### src/rtl/lph_pkg.sv
// Package for the linear-probe hash table: sizes, codes, item and slot types.
// No dependencies; used by lph_mod, linear_probe_hash_table and the testbench.
`default_nettype none
package lph_pkg;

    localparam int MAX_SLOTS = 1024;
    localparam int MIN_SLOTS = 32;
    localparam int ADDR_W    = $clog2(MAX_SLOTS);
    localparam int SIZE_W    = ADDR_W + 1;
    localparam int WORD_W    = 32;
    localparam int PCT_W     = 7;
    localparam int PROD_W    = 19;
    localparam int PCT_SCALE = 100;
    localparam int RESET_FILL = 75;

    typedef enum logic [1:0] {
        ACT_INSERT   = 2'd0,
        ACT_REMOVE   = 2'd1,
        ACT_RETRIEVE = 2'd2,
        ACT_GET      = 2'd3
    } t_action;

    typedef enum logic [1:0] {
        ST_OK       = 2'd0,
        ST_FULL     = 2'd1,
        ST_NOTFOUND = 2'd2,
        ST_SAT      = 2'd3
    } t_status;

    typedef enum logic {
        CFG_INIT_SIZE = 1'b0,
        CFG_FILL_PCT  = 1'b1
    } t_cfg_index;

    typedef enum logic [2:0] {
        M_INSERT,
        M_REMOVE,
        M_RETRIEVE,
        M_GET,
        M_PLACE
    } t_mode;

    typedef enum logic [3:0] {
        S_CLEAR,
        S_IDLE,
        S_CALC,
        S_DECIDE,
        S_RS_RD,
        S_RS_CHK,
        S_RS_WAIT,
        S_OPSTART,
        S_OPWAIT,
        S_PROBE,
        S_DONE
    } t_state;

    typedef struct packed {
        logic [1:0]         action;
        logic signed [31:0] hash_value;
        logic [31:0]        item_key;
        logic [31:0]        item_payload;
        logic [9:0]         position_index;
    } t_in_item;

    typedef struct packed {
        logic [1:0]  status;
        logic [31:0] found_key;
        logic [31:0] found_payload;
        logic [10:0] entry_count;
    } t_out_item;

    typedef struct packed {
        logic              used;
        logic [WORD_W-1:0] hash;
        logic [WORD_W-1:0] key;
        logic [WORD_W-1:0] payload;
    } t_slot;

    typedef struct packed {
        logic              start;
        logic [WORD_W-1:0] dividend;
        logic [SIZE_W-1:0] divisor;
    } t_mod_req;

endpackage
`default_nettype wire

### src/rtl/lph_mod.sv
// Bit-serial remainder unit: |hash| mod table size, one dividend bit per cycle.
// Depends on lph_pkg.
`default_nettype none
module lph_mod (
    input  wire logic                     i_clk,
    input  wire logic                     i_rst_n,
    input  wire lph_pkg::t_mod_req        i_req,
    output logic                          o_done,
    output logic [lph_pkg::ADDR_W-1:0]    o_rem
);
    import lph_pkg::*;

    localparam int CNT_W = $clog2(WORD_W + 1);

    logic [WORD_W-1:0] r_dvd;
    logic [SIZE_W-1:0] r_div;
    logic [SIZE_W:0]   r_rem;
    logic [CNT_W-1:0]  r_cnt;
    logic              r_busy;
    logic [WORD_W-1:0] mag;
    logic [SIZE_W:0]   trial;

    assign mag   = i_req.dividend[WORD_W-1] ? (WORD_W'(0) - i_req.dividend) : i_req.dividend;
    assign trial = {r_rem[SIZE_W-1:0], r_dvd[WORD_W-1]};

    always_ff @(posedge i_clk) begin
        if (!i_rst_n) begin
            r_busy <= 1'b0;
            r_cnt  <= '0;
        end else if (i_req.start) begin
            r_busy <= 1'b1;
            r_cnt  <= CNT_W'(WORD_W);
            r_dvd  <= mag;
            r_div  <= i_req.divisor;
            r_rem  <= '0;
        end else if (r_busy) begin
            if (r_cnt == '0) begin
                r_busy <= 1'b0;
            end else begin
                r_cnt <= r_cnt - 1'b1;
                r_dvd <= {r_dvd[WORD_W-2:0], 1'b0};
                r_rem <= (trial >= {1'b0, r_div}) ? (trial - {1'b0, r_div}) : trial;
            end
        end
    end

    assign o_done = r_busy && (r_cnt == '0);
    assign o_rem  = r_rem[ADDR_W-1:0];

endmodule
`default_nettype wire

### config.mk
export PLATFORM = sky130hd
export DESIGN_NAME = lph_mod
export DESIGN_NICKNAME = d
export VERILOG_FILES = /design/src/rtl/lph_pkg.sv /design/src/rtl/lph_mod.sv
export SDC_FILE = /design/constraint.sdc
export NUM_CORES = 1
export LEC_CHECK = 0
export BUFFER_PORTS_ARGS = -buffer_cell sky130_fd_sc_hd__buf_2
export CORE_ASPECT_RATIO = 1.1
export CORE_UTILIZATION = 32
export DETAILED_ROUTE_END_ITERATION = 12
export GPL_ROUTABILITY_DRIVEN = 0
export HOLD_SLACK_MARGIN = 0.15
export SLEW_MARGIN = 20
export SYNTH_ARGS = -nofsm -noshare
export SYNTH_HDL_FRONTEND = slang
export SYNTH_SLANG_ARGS = --single-unit
### constraint.sdc
create_clock -name i_clk -period 2.8 [get_ports i_clk]
set_input_delay 0.28 -clock i_clk [delete_from_list [all_inputs] [get_ports i_clk]]
set_output_delay 0.28 -clock i_clk [all_outputs]
set_load 0.01 [all_outputs]
# Word level (Yosys, flattened, before mapping)
# Cells that the tools add are included.
# classes
bitwise_logic	2
n_lt_le_gt_ge	1
n_eq_ne	1
shift	0
n_mux	13
multipliers	0
addsub	3
div	0
n_reduce_logical	8
# op_table
operator	n
32-bit two-way mux	4
11-bit two-way mux	3
1-bit by 32-bit subtractor with 32-bit output (first input constant)	1
6-bit two-way mux	3
12-bit by 11-bit greater-or-equal comparator with 1-bit output	1
11-bit subtractor	1
6-bit logical NOT	1
2-bit AND reduction	3
6-bit by 1-bit subtractor with 6-bit output (second input constant)	1
1-bit two-way mux	3
3-bit AND reduction	1
2-bit != test (second input constant)	1
1-bit NOT	2
2-bit nonzero test	1
2-bit OR reduction	1
1-bit logical AND	1
# word_totals
in_bits	46
reg_bits	61
memories	0
rom_bits	0
latch_bits	0
ramBits	0

# Depth between registers and ports, before layout
# depth
depth_word	4
mapped_depth	10

# Worst setup path before layout
# OpenSTA, ideal clock, no wires.
# synth_timing
kind	register to register
startpoint	register r_cnt[0]
endpoint	register r_dvd[0] (enable)
t_required_ns	2.397
stages_incl_launch_ff	7
setup_slack_ns	0.347
t_arrival_ns	2.050
synth_period_minus_slack_ns	2.453
cell_sequence	dfxtp_1 inv_1 ha_1 nand2_1 o31a_1 clkbuf_1 o21a_1
# synth_between
elab_chain_cells	3
# synth_rtl
item	line	rtl
from (decl)	lph_mod.sv:18	logic [CNT_W-1:0] r_cnt;
from (signal assigned)	lph_mod.sv:32	r_cnt <= CNT_W'(WORD_W);
from (signal assigned)	lph_mod.sv:40	r_cnt <= r_cnt - 1'b1;
6-bit logical NOT	lph_mod.sv:37	if (r_cnt == '0) begin
2-bit != test (no source line)	--	
3-bit AND reduction (no source line)	--	
to (signal assigned)	lph_mod.sv:33	r_dvd <= mag;
to (signal assigned)	lph_mod.sv:41	r_dvd <= {r_dvd[WORD_W-2:0], 1'b0};
to (decl)	lph_mod.sv:15	logic [WORD_W-1:0] r_dvd;
# No other way between the ends.
# A chain may end at the register's enable or synchronous reset.

# Final worst setup path
# layout_timing
startpoint	register r_dvd[31]
endpoint	register r_rem[5], data pin
# layout_between
elab_chain_cells	4
elab_cells_between_ends	5
cone_classes	add/sub (1); order compare (1); mux (3)
# layout_rtl
item	line	rtl
11-bit subtractor or 12-bit by 11-bit greater-or-equal comparator with 1-bit output (tied branches)	lph_mod.sv:42	r_rem <= (trial >= {1'b0, r_div}) ? (trial - {1'b0, r_div}) : trial;
11-bit two-way mux (*)	lph_mod.sv:42	
11-bit two-way mux (*)	lph_mod.sv:37	
11-bit two-way mux (*)	lph_mod.sv:36	end else if (r_busy) begin
to (signal assigned)	lph_mod.sv:42	
to (decl)	lph_mod.sv:17	logic [SIZE_W:0] r_rem;
# Mark *: on every way between the ends. The rest lies on a longest branch, timed or not. The select of a mux whose other input is x is not followed.

==> flow_summary.toml <==
[logic_synthesis]
ys_types = 49
syn_avg_cell_area_sq_um = 10.1
ys_ff_latch = 61
syn_area_sq_um = 3670
ys_seq_area_share_pct = 48.0
yosysWarnings = 0
synthCells = 364
synthesis.nets = 424

[placement]
dp.final_hpwl_mm = 5.13
dp_slack_ns = 0.183
port_buffers = 56
placed_cell_area_sq_um = 4040

[power]
p_leak_nw = 1.73
power_density_nw_per_um2 = 622
power_frac_comb_pct = 18.4
p_sw_uw = 701
p_sw_share_pct = 25.2
p_clk_share_pct = 41.6
p_int_mw = 2.08
peakVddDrop_mv = 0.264
seqPwrFrac_pct = 40.0

[timing]
finalCritPeriodShare_pct = 90.5
setup_violations = 0
hold_viol = 0
rsz0062_at_grt = "no"
hold_ws_ns = 0.217
relSlewSlack_pct = 51.2
timing.fmax_ghz = 0.395
period_needed_ns = 2.53
slew_viol_final = 0
finalSetupTns_ns = 0
worst_slew_pin_slew_ns = 0.732
worst_slack_ns = 0.267
fin_skew_ns = 0.00618

[floorplanning]
core.rowCount = 40
dieWidth_microns = 104
num_io_pins = 57
die-area_sq_um = 11900
die_h_microns = 114
fp.coreArea_sq_um = 11100
start_util_pct = 33.2

[clock_tree]
cts_root_buf = "clkbuf_16"
clk_pin_slew_worst_paths_ns = 0.05
cts.sinks = 61
cts_tree = "done"
htreeDepth = 3
numCtsBuffers = 9
cts_buffer_depth = 2
clk_latency_ns = 0.33

[layout]
design_area_sq_um = 4460
num-fill-cells = 1071
drive_above_1_share_pct = 20.8
nNetsFinal = 482
antennaDiodeCount = 0
syn_to_final_growth_pct = 21.6

[detailed_routing]
drt_iter0_drc = 75
detail_route.first_pass.iterations = 5
drc_errors = 0
wire_per_inst_microns = 12.9
dr_total_vias = 2794
antenna_left = 0
drt_wl_total_mm = 7.40
viasPerCell = 4.87

[critical_path]
crit_path_end_kind = "flop"
cp_max_fo = 6
cpMaxStageDelayCell = "or3b_2"
crit_chain = "inv_1 -> ha_1 -> fa_1 -> nand2b_1 -> a21oi_1 -> o21a_1 -> o31ai_4 -> or3b_2 -> a21oi_1"
crit_type = "flop to flop"
rrSetupSlack_ns = 0.27
critPathBufInv = 1
critPathLaunchType = "flop"
crit_path_frequent_cell = "a21oi_1"
cp.arrival_ns = 2.71
required_ns = 2.97
cpLargestDelayFamily = "compound AO/OA/AOI/OAI gates"
max_stage_delay_ns = 0.48

[global_routing]
gr-usage-met1_pct = 16.3
overflow = 0
antenna_found_initial = 0
grt_pass1_vias = 2728
grt_usage_pct = 13.4
grt_max_degree = 77
met2_usage_pct = 22.7
grt_pass1_wl_mm = 12.6
busiest_layer = "met2"
use_met3_pct = 2.68

[job]
cap_viol_max_count = 0

[hold_path]
hp-class = "input pin to flop"

[run_status]
run_status = "finished clean"
[worst paths after layout]
| check | start | cells past startpoint | endpoint |
|---|---|---|---|
| max | r_dvd[31] | 9 | r_rem[5] |
| min | i_rst_n | 2 | r_cnt[5] |
| max reg2reg | r_dvd[31] | 9 | r_rem[5] |
| min reg2reg | r_cnt[5] | 2 | r_cnt[4] |
[metal layers]
layer	part of all wire (%)	up-vias
li1	-	1429
met5	0	-
met4	1.5	0
met3	3.4	11
met2	48	70
met1	47	1284
[layout make-up]
class	count	area (sq um)	share of cell area, %
clock buffers	10	229	5.13
clock inverters	6	77.6	1.74
inverters	17	63.8	1.43
multi-input cells	262	1730	38.7
flip-flops and latches	61	1760	39.5
well taps	147	184	4.12
repair buffers	71	420	9.42
[sequential cells by signal, summed over array words and instances (netlist names)]
name and count:
r_busy 1, r_rem 11, r_div 11, r_dvd 32
r_cnt 6
[what timing repair did]
item | in CTS | in global routing
setup endpoints to repair | 0 | 2
hold buffers | 10 | 1
gates resized for setup | 0 | 1
hold endpoints to repair | 10 | 1
buffers inserted | 0 | 0
[placed cells by master (no fill, tap or decap), types with 3 or more instances in the layout]
master,count
a211oi_1,4
a21oi_1,39
buf_2,56
buf_4,4
clkbuf_16,9
dfxtp_1,7
dlygate4sd3_1,11
edfxtp_1,54
ha_1,13
inv_1,17
mux2i_1,5
nand2_1,19
nand3_1,3
nor2_1,50
nor2b_1,5
nor3_1,10
o21a_1,8
o21ai_0,16
o31ai_1,10
o41ai_1,3
or3_1,4
or3b_2,3
or4_1,3
xnor2_1,7
xor2_1,30
[per-stage QoR]
step | utilization (%) | power (mW) | std cells
detailed placement | 36.5 | 1.63 | 547
floorplan | - | 1.49 | 364
CTS | 40.2 | 2.81 | 573
global route | 40.4 | 2.92 | 574
finish | 40.4 | 2.78 | 574
global placement | 36.5 | 1.61 | 547
[Yosys cell counts, drive strengths merged]
cell type,instances,area (sq um)
a2bb2oi,1,8.76
dfxtp,7,140
or3b,3,26.3
fa,1,20.0
o41ai,4,42.6
or2,2,12.5
o2111ai,1,8.76
nor3,10,50.1
and3,1,6.26
a211oi,4,30.0
and2,2,12.5
buf,12,83.8
edfxtp,54,1620
a31oi,1,6.26
xnor2,7,61.3
a21oi,39,195
nand2b,2,12.5
or3,6,47.5
xor2,30,263
o31ai,12,109
nand2,19,71.3
o221a,1,11.3
nand3b,1,7.51
nand3,4,25.0
o21a,9,67.6
ha,13,163
nor4,2,18.8
nor2b,5,31.3
clkbuf,12,45.0
or4,4,33.8
nor2,50,188
a211o,1,8.76
mux2i,5,50.1
inv,17,63.8
o31a,2,17.5
and4,1,8.76
o22ai,1,6.26
o21ai,17,85.1
mux2,1,11.3
[kinds of logic (layout without fill, tap and decap cells)]
group	after synthesis	after routing	synth area share [%]
multiplexers	6	6	1.67
flip-flops	61	61	48.0
XOR/XNOR	37	37	8.83
AO/OA/AOI/OAI	93	93	16.3
adder cells (fa/ha/maj)	14	14	4.98
AND/OR/NAND/NOR	112	112	15.0
buffers and inverters	41	104	5.25
[power groups by stage]
| stage | Combinational (mW) | Sequential [mW] | Clock (mW) |
|---|---|---|---|
| 3_5_place_dp | 0.498 | 1.13 | 0 |
| 5_1_grt | 0.583 | 1.12 | 1.22 |
| 3_3_place_gp | 0.487 | 1.13 | 0 |
| 4_1_cts | 0.511 | 1.11 | 1.19 |
| 6_report | 0.511 | 1.11 | 1.16 |
| 2_1_floorplan | 0.370 | 1.12 | 0 |
No activity file was read; power rests on OpenSTA's default activity.
