===== src/rtl/lph_ram.sv =====
// Generic single-write, single-read synchronous RAM with registered read.
// No dependencies.
`default_nettype none
module lph_ram #(
    parameter int WIDTH = 8,
    parameter int DEPTH = 16
) (
    input  wire logic                     i_clk,
    input  wire logic                     i_we,
    input  wire logic [$clog2(DEPTH)-1:0] i_waddr,
    input  wire logic [WIDTH-1:0]         i_wdata,
    input  wire logic [$clog2(DEPTH)-1:0] i_raddr,
    output logic      [WIDTH-1:0]         o_rdata
);

    logic [WIDTH-1:0] r_mem [DEPTH];

    always_ff @(posedge i_clk) begin
        if (i_we) begin
            r_mem[i_waddr] <= i_wdata;
        end
        o_rdata <= r_mem[i_raddr];
    end

endmodule
`default_nettype wire


===== config.mk =====
export PLATFORM = sky130hd
export DESIGN_NAME = lph_ram
export DESIGN_NICKNAME = d
export VERILOG_FILES = /design/src/rtl/lph_ram.sv
export SDC_FILE = /design/constraint.sdc
export NUM_CORES = 1
export LEC_CHECK = 0
export BUFFER_PORTS_ARGS = -buffer_cell sky130_fd_sc_hd__buf_4
export CORE_MARGIN = 4
export CORE_UTILIZATION = 40
export CTS_CLUSTER_DIAMETER = 50
export DETAILED_ROUTE_END_ITERATION = 10
export SYNTH_ARGS = -nofsm -noshare
export SYNTH_HDL_FRONTEND = slang
export SYNTH_SLANG_ARGS = --single-unit

===== constraint.sdc =====
create_clock -name i_clk -period 2.3 [get_ports i_clk]
set_input_delay 0.23 -clock i_clk [delete_from_list [all_inputs] [get_ports i_clk]]
set_output_delay 0.23 -clock i_clk [all_outputs]
set_load 0.05 [all_outputs]

# After elaboration in Yosys (flattened, before gate mapping)
# Memories as Yosys holds them, arrays and structs flattened. A register that Yosys moved wholly into a read port is not among the register bits.
# Index checks and enable logic that the tools add are counted.
# classes
mux	2
# ops
operator	n
$mux W1	2
# totals
input_bits	18
mem_count	1
ramBits	128
reg_bits	0
# mem_list
name	words	width	rd	rd_clocked_by_memory_dff	wr	line_no	text
r_mem	16	8	1	1	1	16	logic [WIDTH-1:0] r_mem [DEPTH];

# Depth between registers and ports, before layout
# Gate-level depths: netlist of run 1.
# logic_depth
word_depth	2
depth_mapped	5

# Worst setup path before layout of run 1
# Ideal clock, no wire load.
# synth_path
path_kind	in2reg
start	in i_waddr[2]
end	mem r_mem[0][0] (enable)
n_path_buf	0
setup_slack_ns	0.577
arrival_ns	1.340
cell_stages	2
cell_sequence	or3b_2 -> nor3_1
# synth_lines
element	line_no	text
from (decl)	10	input wire logic [$clog2(DEPTH)-1:0] i_waddr,
to (decl)	16	
# No word-level cell before the write port.

==> summary.txt, run 1 <==
# setup viols final -> 0
Tot Pwr -> 0.00596 W
Critical Path AT -> 1.68 ns
YS warnings -> 0
Final period util -> 0.603
Core Area -> 12600 um^2
Run status -> complete, no violations
Unique masters post-synth -> 19
Antenna Nets Post-Route -> 0
Worst path bufs/invs -> 2
Peak Freq -> 0.721 GHz
Die span in x -> 121 um
RSZ-0062 raised after global routing -> no
Post-CTS Hold Buffers -> 0
Slew headroom -> 0.517
Avg Cell Area, Syn -> 22.5 um^2
CTS tree -> yes
Ports -> 26
Reg-to-reg startpoint -> r_mem[0][0]
FF-to-FF End -> o_rdata[0]
Longest Clk Path Bufs -> 2
Wirelength, routed -> 9490 um
DRC Markers -> 0
CTS Root Cell -> clkbuf_16
Filler instances -> 1029
Leak Pwr -> 2.12 nW
Cell Rows -> 41
Worst path max stage delay -> 0.59 ns
DR pass1 iterations -> 4
Dpl hpwl -> 6160 um
Nets -> 299
Reg2reg path depth -> 3
Initial Utilization -> 0.408
Routing usage on met3 -> 0.0462
Max Clock Skew -> 0.00362 ns
Max cap viols -> 0
Drt initial violations -> 150
Global Route met1 Usage -> 0.179
Placer congestion estimate -> 0.710
Area Growth Syn to Fin -> 21.4%
Least-Margin Pin Slew -> 0.723 ns
Post-CTS Repair Setup Buffers -> 0
Slew Viols, Final -> 0
Pin count of the biggest net entering global routing -> 33
Seq/Total Area, Yosys -> 0.778
Synthesized area -> 5150 um^2
Critical path origin -> i_raddr[0]
CP top delay family -> multiplexers
CTS HTree Levels -> 4
Hold Crit Class -> in2reg
CTS Buf Count -> 17
R2R setup slack -> 0.94 ns
TNS Setup -> 0 ns
Clock slew at reported path FFs -> 0.06 ns
Slowest cell on crit path -> mux4_1
Cts repair resizes -> 0
Critical Path RT -> 2.59 ns
Crit path cell chain -> buf_4, buf_4, mux4_1, a22oi_1, nand2_1
Crit path max fanout -> 14
Top cell by count, worst path -> buf_4
Startpoint types -> primary input
Share of cells above drive strength 1 -> 0.310
GRT overflow -> 0
Busiest grt layer -> met2
WL per Instance -> 20.4 um
Clk sink count -> 136
Worst VDD drop -> 0.651 mV
Vias in the first global route -> 2499
DR vias/cell -> 5.07
Seq cells post-synth -> 136
M2 GR Usage -> 0.232
CP endpoint kind -> flip-flop
Die Ht -> 121 um
Clk_lat worst skew -> 0.41 ns
Setup Crit Path Kind -> in2reg
Die ar. -> 14700 um^2
Final Hold Violating Endpoints -> 0
Number of port buffers -> 25
Cells after Synth -> 229
Post-layout min period -> 1.39 ns
Antenna violations before repair -> 0
CP endpoint -> o_rdata[0]
Antenna cell count -> 0
Critical path depth -> 5
Total global-route track usage -> 0.143
First-pass GRT wire length -> 14900 um
PwrDens -> 954 nW/um^2
Syn Nets -> 247
DR vias -> 2363
-- worst min-delay path by stage --
stage / startpoint / to / cells after the start
finish: i_wdata[4] / r_mem[6][4] / 1
detailed placement: i_wdata[3] / r_mem[7][3] / 1
global route: i_wdata[1] / r_mem[6][1] / 1
global placement: i_wdata[3] / r_mem[6][3] / 1
floorplan: i_wdata[0] / r_mem[0][0] / 0
CTS: i_wdata[1] / r_mem[6][1] / 1
-- synth_stat cells --
| master | number | share of area |
|---|---|---|
| buf_4 | 1 | 0.0015 |
| buf_2 | 3 | 0.0029 |
| nor2_1 | 13 | 0.0095 |
| nand2_1 | 9 | 0.0066 |
| mux4_2 | 18 | 0.079 |
| nand3b_1 | 2 | 0.0029 |
| buf_6 | 3 | 0.0066 |
| and2_1 | 1 | 0.0012 |
| mux4_1 | 14 | 0.071 |
| or3b_2 | 1 | 0.0017 |
| nand3_1 | 1 | 0.00097 |
| clkdlybuf4s25_2 | 3 | 0.0058 |
| nand2b_1 | 2 | 0.0024 |
| and2b_1 | 1 | 0.0015 |
| nor3_1 | 4 | 0.0039 |
| nor2b_1 | 1 | 0.0012 |
| a22oi_1 | 16 | 0.023 |
| edfxtp_1 | 128 | 0.75 |
| dfxtp_1 | 8 | 0.031 |
-- area by class of cell --
type | instances | area (um^2) | share of cell area
clock buffer | 19 | 433 | 0.0693
clock inverter | 13 | 204 | 0.0326
multi-input combinational | 83 | 1060 | 0.169
sequential | 136 | 4000 | 0.641
tap | 172 | 215 | 0.0344
timing repair buffer | 43 | 335 | 0.0537
-- state kept, by name (all words and copies together) (netlist names) --
| register | count |
|---|---|
| o_rdata | 8 |
| r_mem | 128 |
-- per-layer routing --
metal / vias up / part of all wire
met5: - / 0
met1: 1232 / 0.43
li1: 1077 / -
met3: 9 / 0.042
met4: 0 / 0.014
met2: 45 / 0.52
-- logic make-up (layout without fill, tap and decap cells) --
group / count (synthesis) / after routing / synth area share
flops: 136 / 136 / 0.778
mux: 32 / 32 / 0.150
simple gates: 35 / 35 / 0.0318
buf+inv: 10 / 75 / 0.0168
compound gates: 16 / 16 / 0.0233
-- layout by cell type, fill, tap and decap left out, types with 2 or more instances in the layout --
cell / n
bufinv_16: 5
clkbuf_16: 17
dfxtp_1: 8
nor3_1: 4
nand2b_1: 2
nand2_1: 9
edfxtp_1: 128
mux4_1: 14
a22oi_1: 16
clkinvlp_4: 3
nand3b_1: 2
mux4_2: 18
clkinv_2: 2
nor2_1: 13
clkbuf_1: 2
clkinv_4: 2
buf_4: 42
-- worst register-to-register path, cell delays in order, from the launching register on --
cell and delay, ns:
edfxtp_1 0.36, mux4_1 0.50, a22oi_1 0.30, nand2_1 0.08
-- where the power goes --
part / total [W] / internal [W] / switching [W]
Clock: 0.00285 / 0.00192 / 0.000939
Combinational: 0.000320 / 0.000127 / 0.000193
Sequential: 0.00279 / 0.00277 / 0.0000169
-- per-stage QoR --
stage | std cells | util | worst slack [ns] | hold slack (ns) | area (um^2)
after floorplan | 229 | - | 0.577 | 0.329 | 5150
after global placement | 434 | 0.445 | 0.471 | 0.532 | 5610
after detailed placement | 434 | 0.445 | 0.458 | 0.550 | 5610
after CTS | 466 | 0.495 | 0.906 | 0.116 | 6250
after global routing | 466 | 0.495 | 0.848 | 0.128 | 6250
final | 466 | 0.495 | 0.913 | 0.133 | 6250
Note: power is estimated with default switching activity, not from simulation.
==> run 2: changes to the inputs <==
==> constraint.sdc (replaced) <==
create_clock -name i_clk -period 1.4 [get_ports i_clk]
set_input_delay 0.14 -clock i_clk [delete_from_list [all_inputs] [get_ports i_clk]]
set_output_delay 0.14 -clock i_clk [all_outputs]
set_load 0.05 [all_outputs]
==> run 2 against run 1 <==
Net effect: non-clock buffer count rose by 6; die area did not move; hold slack got worse by 0.097 ns; sequential share of layout area fell by 0.71 points; largest cell class unchanged; sequential power rose by 64%; combinational power rose by 76%; sequential cell count did not move; utilization rose by 0.56 points; worst setup slack got worse by 0.85 ns; clock skew rose by 0.011 ns.
==> summary.txt, run 2 (synthesized netlist as in run 1, its figures left out) <==
DR vias/cell -> 5.13
CTS Buf Count -> 17
Slew Viols, Final -> 0
# setup viols final -> 0
Top Registers -> r_mem x128, o_rdata x8
Die span in x -> 121 um
Drt initial violations -> 199
Critical Path RT -> 1.69 ns
Reg-to-reg startpoint -> r_mem[9][4]
Die Ht -> 121 um
DRC Markers -> 0
CP endpoint kind -> flip-flop
Worst setup margin -> 0.0631 ns
Slowest cell on crit path -> mux4_1
Area Growth Syn to Fin -> 22.8%
Post-CTS Repair Setup Buffers -> 0
Crit path max fanout -> 1
Clock slew at reported path FFs -> 0.06 ns
WL per Instance -> 20.6 um
Max cap viols -> 0
Nets -> 305
Worst VDD drop -> 0.750 mV
Critical Path AT -> 1.62 ns
Commonest non-fill, non-tap cell in the layout -> edfxtp_1
Number of port buffers -> 25
Clk sink count -> 136
Startpoint types -> flip-flop
Antenna Nets Post-Route -> 0
Cts repair resizes -> 0
Share of cells above drive strength 1 -> 0.340
Fin area -> 6320 um^2
Hold_sp -> i_wdata[5]
GRT overflow -> 0
Area taken by multi-input logic gates -> 1080 um^2
Largest Register -> r_mem
Initial Utilization -> 0.408
Dpl hpwl -> 6400 um
WHS Endpoint -> r_mem[13][5]
CTS tree -> yes
Pin count of the biggest net entering global routing -> 23
Worst path max stage delay -> 0.52 ns
RSZ-0062 raised after global routing -> no
Total global-route track usage -> 0.144
Setup Crit Path Kind -> reg2reg
Most frequent cells in the layout -> edfxtp_1 (128), buf_4 (45), mux4_2 (18)
Hold path cells -> 1
Run status -> complete, no violations
Antenna cell count -> 0
Final Hold Violating Endpoints -> 0
CP top delay family -> multiplexers
Crit path cell chain -> mux4_1, a22oi_2, nand2_1
Dpl cell area -> 5700 um^2
Core Area -> 12600 um^2
Cell Rows -> 41
PwrDens -> 1520 nW/um^2
Slew headroom -> 0.478
Placer congestion estimate -> 0.702
DR vias -> 2419
Least-Margin Pin Slew -> 0.782 ns
Worst path bufs/invs -> 0
Longest Clk Path Bufs -> 2
FF-to-FF End -> o_rdata[4]
Reg2reg path depth -> 3
Filler instances -> 1019
CTS HTree Levels -> 4
Wirelength, routed -> 9730 um
Final period util -> 0.955
Vias in the first global route -> 2506
Largest register FFs -> 128
Leak Pwr -> 2.15 nW
Ports -> 26
Antenna violations before repair -> 0
Post-layout min period -> 1.34 ns
CTS Root Cell -> clkbuf_16
First-pass GRT wire length -> 15000 um
Max Clock Skew -> 0.0141 ns
Hold Crit Class -> in2reg
Flip-flop and latch area -> 4000 um^2
Post-Place Setup Slack -> -0.125 ns
Clk_lat worst skew -> 0.41 ns
Peak Freq -> 0.748 GHz
DR pass1 iterations -> 5
Die ar. -> 14700 um^2
Post-CTS Hold Buffers -> 0
R2R setup slack -> 0.06 ns
-- run 2: cell types whose count changed in the layout (fill, tap and decap cells not counted), sizes merged --
cell | before | now
buf | 43 | 49
clkinv | 5 | 6
bufinv | 5 | 3
clkinvlp | 3 | 2
inv | 0 | 2
-- run 2: power by group --
part           leakage [nW]  switching, W  internal, W
Clock                 0.288       0.00166      0.00282
Sequential             1.22     0.0000295      0.00455
Combinational         0.636      0.000330     0.000233
-- run 2: cell type report --
| cell class | instances | area share |
|---|---|---|
| sequential | 136 | 0.634 |
| clock inverter | 13 | 0.0271 |
| timing repair buffer | 49 | 0.0661 |
| clock buffer | 19 | 0.0685 |
| multi-input combinational | 83 | 0.170 |
| tap | 172 | 0.0341 |
-- run 2: worst max path at each step --
stage | slack, ns | to | from | depth (start not counted)
2_1_floorplan | -0.006 | r_mem[3][0] | i_waddr[2] | 2
3_3_place_gp | -0.12 | o_rdata[7] | i_raddr[0] | 6
3_5_place_dp | -0.13 | o_rdata[7] | i_raddr[0] | 6
4_1_cts | 0.02 | o_rdata[4] | r_mem[10][4] | 3
5_1_grt | 0.001 | o_rdata[2] | r_mem[1][2] | 3
6_report | 0.06 | o_rdata[4] | r_mem[9][4] | 3
-- run 2: worst register-to-register path: stages (launching register included) --
cell and delay [ns]:
edfxtp_1 0.35, mux4_1 0.52, a22oi_2 0.25, nand2_1 0.09
-- run 2: metrics by stage --
| step | hold WS, ns | util | setup TNS [ns] | instances | total power [W] |
|---|---|---|---|---|---|
| 6_report | 0.0364 | 0.501 | 0 | 472 | 0.00963 |
| 5_1_grt | 0.0451 | 0.501 | 0 | 472 | 0.00994 |
| 4_1_cts | 0.0315 | 0.500 | 0 | 472 | 0.00970 |
| 3_5_place_dp | 0.457 | 0.452 | -0.581 | 440 | 0.00523 |
| 3_3_place_gp | 0.442 | 0.452 | -0.527 | 440 | 0.00522 |
| 2_1_floorplan | 0.239 | - | -0.147 | 229 | 0.00498 |
-- run 2: routing by layer --
metal	part of all wire	vias up	track usage
li1	-	1089	-
met2	0.51	59	0.232
met5	0	-	0
met1	0.44	1265	0.191
met3	0.042	6	0.0443
met4	0.0081	0	0.0399
==> run 3: changes to the inputs <==
--- a/config.mk
+++ b/config.mk
@@ -10,6 +10,7 @@
 export CORE_UTILIZATION = 40
 export CTS_CLUSTER_DIAMETER = 50
 export DETAILED_ROUTE_END_ITERATION = 10
+export PLACE_DENSITY = 0.58
 export SYNTH_ARGS = -nofsm -noshare
 export SYNTH_HDL_FRONTEND = slang
 export SYNTH_SLANG_ARGS = --single-unit
==> run 3 against run 2 <==
Net effect: critical path depth unchanged; worst setup slack got worse by 0.0077 ns; combinational power decreased by 3%; hold slack got worse by 0.0055 ns; sequential share of layout area increased by 0.70 points; die area unchanged; critical path type unchanged.
==> summary.txt, run 3 (synthesized netlist as in run 1, its figures left out) <==
Run status -> complete, no violations
DR pass1 iterations -> 4
PwrDens -> 1500 nW/um^2
Reg2reg path depth -> 3
DR vias/cell -> 5.09
CTS Buf Count -> 17
Total global-route track usage -> 0.145
FF-to-FF End -> o_rdata[0]
Slew headroom -> 0.446
Nets -> 303
Final Hold Violating Endpoints -> 0
Number of port buffers -> 25
Initial Utilization -> 0.408
Startpoint types -> flip-flop
Max cap viols -> 0
Least-Margin Pin Slew -> 0.829 ns
CTS Root Cell -> clkbuf_16
CP endpoint kind -> flip-flop
# setup viols final -> 0
Hold path cells -> 1
Crit path cell chain -> mux4_1, a22oi_1, nand2_1
Commonest non-fill, non-tap cell in the layout -> edfxtp_1
Antenna Nets Post-Route -> 0
Placer congestion estimate -> 0.738
Pin count of the biggest net entering global routing -> 20
Cell Rows -> 41
P_sw -> 0.00187 W
Hold Crit Class -> in2reg
Longest Clk Path Bufs -> 2
DRC Markers -> 0
Critical Path RT -> 1.67 ns
Reg power frac -> 0.490
Dpl cell area -> 5670 um^2
Largest register FFs -> 128
Worst VDD drop -> 0.800 mV
GRT overflow -> 0
Ports -> 26
Critical Path AT -> 1.62 ns
DR vias -> 2394
Drt initial violations -> 192
Filler instances -> 1077
TNS Setup -> 0 ns
Antenna cell count -> 0
Critical path depth -> 3
CTS HTree Levels -> 4
Vias in the first global route -> 2588
Clk_lat worst skew -> 0.41 ns
Worst path max stage delay -> 0.54 ns
Setup Crit Path Kind -> reg2reg
Hold_sp -> i_wdata[6]
Clock slew at reported path FFs -> 0.06 ns
First-pass GRT wire length -> 15100 um
CP top delay family -> multiplexers
Worst path bufs/invs -> 0
RSZ-0062 raised after global routing -> no
Top Registers -> r_mem x128, o_rdata x8
Post-layout min period -> 1.34 ns
Leak Pwr -> 2.12 nW
Wirelength, routed -> 9730 um
Dpl hpwl -> 6400 um
Clock share of power -> 0.451
Switch share -> 0.200
Share of cells above drive strength 1 -> 0.326
Peak Freq -> 0.744 GHz
Die span in x -> 121 um
Most frequent cells in the layout -> edfxtp_1 (128), buf_4 (44), mux4_2 (18)
Final period util -> 0.960
Reg-to-reg startpoint -> r_mem[4][0]
CTS tree -> yes
Core Area -> 12600 um^2
Area Growth Syn to Fin -> 21.4%
Combinational Power Share -> 0.059
Antenna violations before repair -> 0
Slew Viols, Final -> 0
Max Clock Skew -> 0.0101 ns
R2R setup slack -> 0.06 ns
WL per Instance -> 20.7 um
Int Power -> 0.00748 W
Area taken by multi-input logic gates -> 1070 um^2
Largest Register -> r_mem
Die ar. -> 14700 um^2
Fin area -> 6250 um^2
WHS Endpoint -> r_mem[5][6]
Slowest cell on crit path -> mux4_1
Crit path max fanout -> 1
Flip-flop and latch area -> 4000 um^2
Clk sink count -> 136
Die Ht -> 121 um
==> run 3: cell count changes in the layout (fill, tap and decap cells not counted), moves of 2 or more <==
| cell | previous run | this run |
|---|---|---|
| clkbuf_1 | 2 | 4 |
| clkinv_2 | 1 | 5 |
| clkinv_4 | 5 | 0 |
| clkbuf_8 | 0 | 2 |
| inv_6 | 2 | 0 |
==> run 3: worst max path at each step <==
stage                startpoint     endpoint  slack, ns
detailed placement   i_raddr[0]   o_rdata[4]      -0.17
global route        r_mem[9][5]   o_rdata[5]       0.02
finish              r_mem[4][0]   o_rdata[0]       0.06
global placement     i_raddr[0]   o_rdata[4]      -0.17
floorplan            i_waddr[2]  r_mem[3][0]     -0.006
CTS                 r_mem[4][0]   o_rdata[0]       0.03
==> run 3: power groups by stage <==
| stage | registers (W) | logic (W) | clock network (W) |
|---|---|---|---|
| detailed placement | 0.00467 | 0.000561 | 0 |
| floorplan | 0.00475 | 0.000231 | 0 |
| global route | 0.00459 | 0.000592 | 0.00453 |
| finish | 0.00458 | 0.000549 | 0.00422 |
| global placement | 0.00466 | 0.000555 | 0 |
| CTS | 0.00458 | 0.000564 | 0.00429 |
==> run 3: metal layers <==
layer	wire length, um	global-route usage	vias to the layer above
li1	-	-	1083
met1	4350	0.191	1252
met2	4900	0.225	45
met3	346	0.0438	14
met4	129	0.0630	0
met5	0	0	-
==> run 3: through the flow <==
step / power [W] / instances / worst slack [ns] / hold WS [ns] / utilization
global route: 0.00971 / 470 / 0.0230 / 0.0337 / 0.495
CTS: 0.00943 / 470 / 0.0306 / 0.0299 / 0.495
global placement: 0.00522 / 438 / -0.168 / 0.454 / 0.449
finish: 0.00935 / 470 / 0.0554 / 0.0309 / 0.495
detailed placement: 0.00523 / 438 / -0.168 / 0.460 / 0.449
floorplan: 0.00498 / 229 / -0.00615 / 0.239 / -
==> run 3: timing repair <==
| action | in CTS | in global routing |
|---|---|---|
| endpoints found under the setup margin | 1 | 1 |
| setup buffers | 0 | 0 |
| hold endpoints to repair | 0 | 0 |
| gates resized for setup | 1 | 1 |
| hold buffers | 0 | 0 |
==> run 3: worst register-to-register path, stage by stage (launching register included) <==
cell and delay [ns]:
edfxtp_1 0.36, mux4_1 0.54, a22oi_1 0.18, nand2_1 0.13
==> run 3: final cells by class <==
type,instances,area share
multi-input cells,83,0.172
clock inverters,9,0.0160
repair buffers,47,0.0625
well taps,172,0.0344
clock buffers,23,0.0749
flip-flops and latches,136,0.641
